--- config.mk ---
export PLATFORM = sky130hd
export DESIGN_NAME = shell_argument_tokenizer
export DESIGN_NICKNAME = d
export VERILOG_FILES = /design/src/sv/sat_pkg.sv /design/src/sv/shell_argument_tokenizer.sv /design/src/sv/sat_front.sv /design/src/sv/sat_queue.sv /design/src/sv/sat_back.sv
export SDC_FILE = /design/constraint.sdc
export NUM_CORES = 1
export LEC_CHECK = 0
export ABC_AREA = 1
export BUFFER_PORTS_ARGS = -buffer_cell sky130_fd_sc_hd__buf_4
export CORE_MARGIN = 5
export CORE_UTILIZATION = 55
export CTS_BUF_LIST = sky130_fd_sc_hd__clkbuf_8 sky130_fd_sc_hd__clkbuf_16
export DETAILED_ROUTE_END_ITERATION = 10
export PLACE_DENSITY = 0.76
export RECOVER_POWER = 100
export SYNTH_ARGS = -nofsm -noshare
export SYNTH_HDL_FRONTEND = slang
export SYNTH_SLANG_ARGS = --single-unit
--- constraint.sdc ---
create_clock -name clk -period 3.7 [get_ports clk]
set_input_delay 0.37 -clock clk [delete_from_list [all_inputs] [get_ports clk]]
set_output_delay 0.37 -clock clk [all_outputs]
set_load 0.02 [all_outputs]
--- src/sv/sat_pkg.sv ---
// ----------------------------------------------------------------------------
// sat_pkg
// Shared types, character codes and helpers for the shell argument tokenizer.
// ----------------------------------------------------------------------------
package sat_pkg;

    localparam int COUNT_WIDTH_DEFAULT = 16;
    localparam int QUEUE_DEPTH         = 4;
    localparam int MAX_RESULTS         = 3;
    localparam int OUT_COUNT_WIDTH     = 16;

    localparam logic [7:0] CH_DQUOTE = 8'h22;
    localparam logic [7:0] CH_SQUOTE = 8'h27;
    localparam logic [7:0] CH_BSLASH = 8'h5C;
    localparam logic [7:0] CH_NL     = 8'h0A;
    localparam logic [7:0] CH_TAB    = 8'h09;
    localparam logic [7:0] CH_VT     = 8'h0B;
    localparam logic [7:0] CH_FF     = 8'h0C;
    localparam logic [7:0] CH_CR     = 8'h0D;
    localparam logic [7:0] CH_SPACE  = 8'h20;
    localparam logic [7:0] CH_NUL    = 8'h00;

    typedef enum logic [1:0] {
        KIND_CHAR   = 2'd0,
        KIND_ENDARG = 2'd1,
        KIND_ENDSTR = 2'd2
    } kind_t;

    typedef enum logic [1:0] {
        QM_NONE   = 2'd0,
        QM_SINGLE = 2'd1,
        QM_DOUBLE = 2'd2
    } quote_t;

    // all results of one item share the same count
    typedef struct packed {
        logic [1:0]                         n;
        kind_t [MAX_RESULTS-1:0]            kind;
        logic [MAX_RESULTS-1:0][7:0]        chr;
        logic [OUT_COUNT_WIDTH-1:0]         count;
    } bundle_t;

    function automatic logic is_ws(input logic [7:0] c);
        return (c == CH_SPACE) || (c == CH_TAB) || (c == CH_NL) ||
               (c == CH_VT) || (c == CH_FF) || (c == CH_CR);
    endfunction

endpackage

--- src/sv/shell_argument_tokenizer.sv ---
// ----------------------------------------------------------------------------
// shell_argument_tokenizer
// Splits a command string into shell arguments, with quote removal.
// ----------------------------------------------------------------------------
//  channel  | handshake         | payload
//  ---------+-------------------+-------------------------------------------
//  input    | push / full       | command, char_in
//  result   | pop / empty       | kind, char_out, arg_count, last
//
//  the classifier takes one byte per cycle while full is low and writes
//  its results as one bundle into a four-entry queue; the first result
//  shows once that bundle reaches the head of the queue. the serializer
//  hands out one result per cycle while pop is held; k results take k pops.
//  full rises when four bundles wait and then holds every byte, even one
//  that yields nothing; reset clears the quoting state, count and queue.
// ----------------------------------------------------------------------------
module shell_argument_tokenizer
    import sat_pkg::*;
#(
    parameter int COUNT_WIDTH = COUNT_WIDTH_DEFAULT
)
(
    input  logic        clk,
    input  logic        rst_n,
    input  logic        push,
    output logic        full,
    input  logic        command,
    input  logic [7:0]  char_in,
    output logic        empty,
    input  logic        pop,
    output logic [1:0]  kind,
    output logic [7:0]  char_out,
    output logic [15:0] arg_count,
    output logic        last
);

    logic    accept;
    logic    bundle_push;
    bundle_t bundle;
    bundle_t head;
    logic    q_empty;
    logic    head_done;

    assign accept = push && !full;

    sat_front #(
        .COUNT_WIDTH (COUNT_WIDTH)
    ) u_front (
        .clk         (clk),
        .rst_n       (rst_n),
        .accept      (accept),
        .command     (command),
        .char_in     (char_in),
        .bundle_push (bundle_push),
        .bundle      (bundle)
    );

    sat_queue u_queue (
        .clk     (clk),
        .rst_n   (rst_n),
        .wr_en   (bundle_push),
        .wr_data (bundle),
        .rd_en   (head_done),
        .rd_data (head),
        .full    (full),
        .empty   (q_empty)
    );

    sat_back u_back (
        .clk        (clk),
        .rst_n      (rst_n),
        .head       (head),
        .head_valid (!q_empty),
        .pop        (pop),
        .head_done  (head_done),
        .empty      (empty),
        .kind       (kind),
        .char_out   (char_out),
        .arg_count  (arg_count),
        .last       (last)
    );

endmodule

--- src/sv/sat_front.sv ---
// ----------------------------------------------------------------------------
// sat_front
// Classifies each byte against the quoting state and builds one bundle of
// up to three results per transaction.
// ----------------------------------------------------------------------------
module sat_front
    import sat_pkg::*;
#(
    parameter int COUNT_WIDTH = COUNT_WIDTH_DEFAULT
)
(
    input  logic        clk,
    input  logic        rst_n,
    input  logic        accept,
    input  logic        command,
    input  logic [7:0]  char_in,
    output logic        bundle_push,
    output bundle_t     bundle
);

    logic                   in_arg_reg, in_arg_next;
    quote_t                 quote_reg, quote_next;
    logic                   esc_reg, esc_next;
    logic [COUNT_WIDTH-1:0] total_reg, total_next;

    logic                   is_end;
    logic                   do_start;
    logic                   start_eff;
    logic [COUNT_WIDTH-1:0] sat_inc;
    logic [1:0]             n;
    kind_t [MAX_RESULTS-1:0]     kinds;
    logic [MAX_RESULTS-1:0][7:0] chars;

    assign is_end    = command || (char_in == CH_NUL);
    assign sat_inc   = (total_reg == {COUNT_WIDTH{1'b1}}) ? total_reg
                                                          : total_reg + COUNT_WIDTH'(1);
    assign start_eff = do_start && !in_arg_reg;

    always_comb
    begin
        in_arg_next = in_arg_reg;
        quote_next  = quote_reg;
        esc_next    = esc_reg;
        total_next  = total_reg;
        do_start    = 1'b0;
        n           = 2'd0;
        for (int i = 0; i < MAX_RESULTS; i++)
            kinds[i] = KIND_CHAR;
        chars       = '0;

        priority if (is_end)
        begin
            if (esc_reg)
            begin
                do_start = 1'b1;
                n        = 2'd3;
                kinds[0] = KIND_CHAR;
                chars[0] = CH_BSLASH;
                kinds[1] = KIND_ENDARG;
                kinds[2] = KIND_ENDSTR;
            end
            else if (in_arg_reg)
            begin
                n        = 2'd2;
                kinds[0] = KIND_ENDARG;
                kinds[1] = KIND_ENDSTR;
            end
            else
            begin
                n        = 2'd1;
                kinds[0] = KIND_ENDSTR;
            end
        end
        else if (esc_reg)
        begin
            esc_next = 1'b0;
            // backslash-newline is a line continuation
            if (char_in != CH_NL)
            begin
                if (quote_reg == QM_DOUBLE)
                begin
                    if (char_in != CH_DQUOTE && char_in != CH_BSLASH)
                    begin
                        n        = 2'd2;
                        chars[0] = CH_BSLASH;
                        chars[1] = char_in;
                    end
                    else
                    begin
                        n        = 2'd1;
                        chars[0] = char_in;
                    end
                end
                else
                begin
                    do_start = 1'b1;
                    n        = 2'd1;
                    chars[0] = char_in;
                end
            end
        end
        else if (quote_reg == QM_SINGLE)
        begin
            if (char_in == CH_SQUOTE)
                quote_next = QM_NONE;
            else
            begin
                n        = 2'd1;
                chars[0] = char_in;
            end
        end
        else if (quote_reg == QM_DOUBLE)
        begin
            priority if (char_in == CH_DQUOTE)
                quote_next = QM_NONE;
            else if (char_in == CH_BSLASH)
                esc_next = 1'b1;
            else
            begin
                n        = 2'd1;
                chars[0] = char_in;
            end
        end
        else
        begin
            priority if (is_ws(char_in))
            begin
                if (in_arg_reg)
                begin
                    n           = 2'd1;
                    kinds[0]    = KIND_ENDARG;
                    in_arg_next = 1'b0;
                end
            end
            else if (char_in == CH_BSLASH)
                esc_next = 1'b1;
            else
            begin
                do_start = 1'b1;
                priority if (char_in == CH_DQUOTE)
                    quote_next = QM_DOUBLE;
                else if (char_in == CH_SQUOTE)
                    quote_next = QM_SINGLE;
                else
                begin
                    n        = 2'd1;
                    chars[0] = char_in;
                end
            end
        end

        if (do_start && !in_arg_reg)
        begin
            in_arg_next = 1'b1;
            total_next  = sat_inc;
        end

        // end of string returns everything to the reset state
        if (is_end)
        begin
            in_arg_next = 1'b0;
            quote_next  = QM_NONE;
            esc_next    = 1'b0;
            total_next  = '0;
        end
    end

    always_comb
    begin
        bundle.n     = n;
        bundle.kind  = kinds;
        bundle.chr   = chars;
        bundle.count = OUT_COUNT_WIDTH'(start_eff ? sat_inc : total_reg);
        bundle_push  = accept && (n != 2'd0);
    end

    always_ff @(posedge clk or negedge rst_n)
    begin
        if (!rst_n)
        begin
            in_arg_reg <= 1'b0;
            quote_reg  <= QM_NONE;
            esc_reg    <= 1'b0;
            total_reg  <= '0;
        end
        else if (accept)
        begin
            in_arg_reg <= in_arg_next;
            quote_reg  <= quote_next;
            esc_reg    <= esc_next;
            total_reg  <= total_next;
        end
    end

    a_end_clears: assert property (@(posedge clk) disable iff (!rst_n)
        accept && is_end |=> total_reg == '0 && !in_arg_reg && !esc_reg)
        else $error("state not cleared after end of string");

    a_end_three_max: assert property (@(posedge clk) disable iff (!rst_n)
        bundle_push && is_end |-> bundle.kind[n - 2'd1] == KIND_ENDSTR)
        else $error("end of string bundle does not close with end marker");

    a_quote_held_esc: assert property (@(posedge clk) disable iff (!rst_n)
        esc_reg |-> quote_reg != QM_SINGLE)
        else $error("escape held inside single quotes");

endmodule

--- src/sv/sat_queue.sv ---
// ----------------------------------------------------------------------------
// sat_queue
// Short bundle queue between the classifier and the result serializer.
// ----------------------------------------------------------------------------
module sat_queue
    import sat_pkg::*;
(
    input  logic    clk,
    input  logic    rst_n,
    input  logic    wr_en,
    input  bundle_t wr_data,
    input  logic    rd_en,
    output bundle_t rd_data,
    output logic    full,
    output logic    empty
);

    localparam int PTR_W = $clog2(QUEUE_DEPTH);

    bundle_t        mem_reg [QUEUE_DEPTH];
    logic [PTR_W:0] wr_ptr_reg, wr_ptr_next;
    logic [PTR_W:0] rd_ptr_reg, rd_ptr_next;

    assign empty   = (wr_ptr_reg == rd_ptr_reg);
    assign full    = (wr_ptr_reg[PTR_W] != rd_ptr_reg[PTR_W]) &&
                     (wr_ptr_reg[PTR_W-1:0] == rd_ptr_reg[PTR_W-1:0]);
    assign rd_data = mem_reg[rd_ptr_reg[PTR_W-1:0]];

    assign wr_ptr_next = wr_ptr_reg + (PTR_W+1)'(1);
    assign rd_ptr_next = rd_ptr_reg + (PTR_W+1)'(1);

    always_ff @(posedge clk or negedge rst_n)
    begin
        if (!rst_n)
        begin
            wr_ptr_reg <= '0;
            rd_ptr_reg <= '0;
        end
        else
        begin
            if (wr_en)
                wr_ptr_reg <= wr_ptr_next;
            if (rd_en)
                rd_ptr_reg <= rd_ptr_next;
        end
    end

    always_ff @(posedge clk)
    begin
        if (wr_en)
            mem_reg[wr_ptr_reg[PTR_W-1:0]] <= wr_data;
    end

    a_no_overflow: assert property (@(posedge clk) disable iff (!rst_n)
        wr_en |-> !full)
        else $error("bundle written into full queue");

    a_no_underflow: assert property (@(posedge clk) disable iff (!rst_n)
        rd_en |-> !empty)
        else $error("bundle read from empty queue");

endmodule

--- src/sv/sat_back.sv ---
// ----------------------------------------------------------------------------
// sat_back
// Serializes the head bundle into single results, one per pop.
// ----------------------------------------------------------------------------
module sat_back
    import sat_pkg::*;
(
    input  logic        clk,
    input  logic        rst_n,
    input  bundle_t     head,
    input  logic        head_valid,
    input  logic        pop,
    output logic        head_done,
    output logic        empty,
    output logic [1:0]  kind,
    output logic [7:0]  char_out,
    output logic [15:0] arg_count,
    output logic        last
);

    logic [1:0] slot_reg, slot_next;
    logic       take;

    assign empty     = !head_valid;
    assign take      = pop && head_valid;
    assign last      = (slot_reg == head.n - 2'd1);
    assign head_done = take && last;
    assign kind      = head.kind[slot_reg];
    assign char_out  = head.chr[slot_reg];
    assign arg_count = head.count;

    always_comb
    begin
        slot_next = slot_reg;
        if (take)
            slot_next = last ? 2'd0 : slot_reg + 2'd1;
    end

    always_ff @(posedge clk or negedge rst_n)
    begin
        if (!rst_n)
            slot_reg <= 2'd0;
        else
            slot_reg <= slot_next;
    end

    a_slot_in_range: assert property (@(posedge clk) disable iff (!rst_n)
        head_valid |-> slot_reg < head.n)
        else $error("result slot beyond bundle size");

    a_slot_idle_zero: assert property (@(posedge clk) disable iff (!rst_n)
        !head_valid |-> slot_reg == 2'd0)
        else $error("slot left mid-bundle with queue empty");

endmodule
==> metrics <==
die width=133.2 um; area of the multi-input gates=0.002678 mm2; RSZ-0062 raised after global routing=no; CTS Hold Bufs=1; DPL Wire Length=11,730 um; clock latency at the later pin of the worst-skew pair=0.43 ns; commonest non-fill, non-tap cell in the layout=nand2_1; most frequent cells in the layout=nand2_1, edfxtp_1, nor2_1; max FFs per register=152; CP max FO=38; Rel. slew slack=-19.32%; Routed Antenna Nets=0; final setup margin=0.4461 ns; Worst Setup Path Type=reg -> reg; max_cap viols=1; top post-synthesis cells by area=edfxtp_1, dfrtp_1, nand2_1; Avg Vias per Cell=5.715; CP Launch Type=register; Setup violations, final=0; clk_skew=0.01068 ns; Post-synth ARST share=15.56%; layout cell share with drive strength beyond 1=9.595%; r2r endpoint=u_queue.mem_reg[3][18]; WHS Path Cells=4; CP Buf/Inv Count=2; critical-path cell list=inv_1 -> nor2_1 -> nand2_1 -> nor2_1 -> nor2_1 -> nand3_2 -> nand2_1 -> nor2_4 -> clkbuf_4; Syn Area/Cell=10.21 um2; CTS Buf Count=17; Design Area, Final=0.009196 mm2; Reg area=0.005265 mm2; Worst R2R Setup Slack=0.45 ns; Post-Syn Nets=837; Clock Path Buffers=2; Worst Reg2Reg Path Length in Cells=9; Port Buffers=41; starting density of the core=55.57%; Critical Path Stages=9; CTS tree=done; Post-synth EDFFs=152; FILL cells=1,209; total track usage=21.53%; Crit. Startpoint=u_front.esc_reg; first-pass GRT wire length=29,730 um; Final Max Tran Viols=29; Die Span Y=133.2 um; Area Overhead vs Synth=10.08%; core area=0.01503 mm2; Max VDD drop=0.4018 mV; WP data arrival=3.31 ns; RR Startpoint=u_front.esc_reg; Resized Gates After CTS=0; Final Cycle Share=87.94%; power density over the cells=758.4 mW/mm2; io pins=42; CP max stage delay=0.56 ns; die footprint=0.01775 mm2; cell mode on critical path=nor2_1; HP Class=in -> reg; Setup TNS=0 ns; total of warnings raised by yosys=0; Clock Tree Root=clkbuf_16; Final Wtd Congestion=0.9573; netlist area before placement=0.008354 mm2; Worst path top cell family by delay=simple AND/OR/NAND/NOR gates; Slowest-stage cell, CP=clkbuf_4; Final Net Count=871; clock sink count=180; DR iter-0 viols=797; wire length per cell=17.68 um; CTS clk-pin slew, worst paths=0.07 ns; top_reg_cell synth=edfxtp_1; via count=6,018; Residual DRC=0; measured slew at the worst slew-check pin=1.790 ns; Synth Instances=818; Post-DP Area=0.008842 mm2; largest net degree at the start of global routing=77; crit path to=u_queue.mem_reg[3][18]; vias in the first global route=5,656; final hold vios=0; FMAX=0.3073 GHz; Core Rows=45; CP Capture Type=register; leading area contributor after synthesis=edfxtp_1; postcts setup bufs=0; Leak=3.545 nW; Synth top area share=54.64%; post-layout minimum cycle time=3.254 ns; initial antenna violation count=1; #FFs+latches synth=180; grt ovf=0; Max H-tree Level=4; DRT Pass-1 Iters=5; ant diodes=0; post-synthesis sequential area ratio=63.02%; status=complete, but fails checks; Synth cell types=43; Placement Setup Slack=0.8394 ns; Crit path required time=3.76 ns; failing checks=max-capacitance violations, max-slew violations; WL final=18,620 um
[synthesized netlist by cell type (2+ instances only)]
library cell	count
o22ai_1	26
nor2_2	3
ha_1	6
a221oi_1	3
inv_1	38
edfxtp_1	152
nand2_2	22
a21oi_1	5
xnor2_1	5
nor2_4	3
a31oi_1	10
nand3_1	40
dfrtp_1	28
inv_2	9
nand4_1	5
nand2_1	155
buf_4	2
clkbuf_1	27
nand3_2	2
o21ai_0	98
buf_2	5
xor2_1	12
o211ai_1	3
nand2_4	3
nor2_1	127
nor3_1	12
[kinds of logic after synthesis]
kind of cell / count (synthesis) / share of synthesized area (%)
simple gates: 375 / 19.47
fa+ha+maj: 6 / 0.8986
flops: 180 / 63.02
xor+xnor: 17 / 1.782
compound gates: 155 / 10.68
buf+inv: 85 / 4.148
[layer usage]
metal,wire [um],global-route usage (%),vias to the layer above
met2,8905,33.80,230
met3,1411,5.740,27
met1,8061,29.95,2856
met5,13,0,-
met4,227,6.000,2
li1,-,-,2903
[layout make-up]
class	count	share of cell area (%)
repair buffers	52	3.048
flip-flops and latches	180	57.25
well taps	188	2.558
multi-input cells	553	29.12
clock inverters	15	1.429
inverters	48	1.973
clock buffers	17	4.626
[report_power, final]
group	internal [mW]	switching, mW	total, mW
clock network	0.929	0.757	1.69
logic	0.665	1.83	2.49
registers	2.61	0.189	2.79
[worst reg2reg max path: cells and delay by family, from the launching register on]
family,cells,cell delay [ns]
buf+inv,2,0.83
flops,1,0.49
simple gates,7,1.55
[stage by stage]
step                util, %  hold WS [ns]  total power [mW]  std cells
floorplan                 -       0.07441             4.584        818
global placement      58.82        0.3376             5.509       1020
detailed placement    58.82        0.3397             5.564       1020
CTS                   62.59        0.3040             7.253       1053
global route          61.17        0.3183             7.392       1053
finish                61.17        0.3196             6.974       1053
[worst min-delay path by stage]
stage                      from                    end
final                       pop     u_back.slot_reg[0]
after CTS                   pop     u_back.slot_reg[0]
after floorplan           rst_n     u_back.slot_reg[0]
after global routing        pop     u_back.slot_reg[0]
after global placement    rst_n  u_queue.rd_ptr_reg[2]
after detailed placement  rst_n  u_queue.rd_ptr_reg[2]
Power figures use the tool's default switching activity.
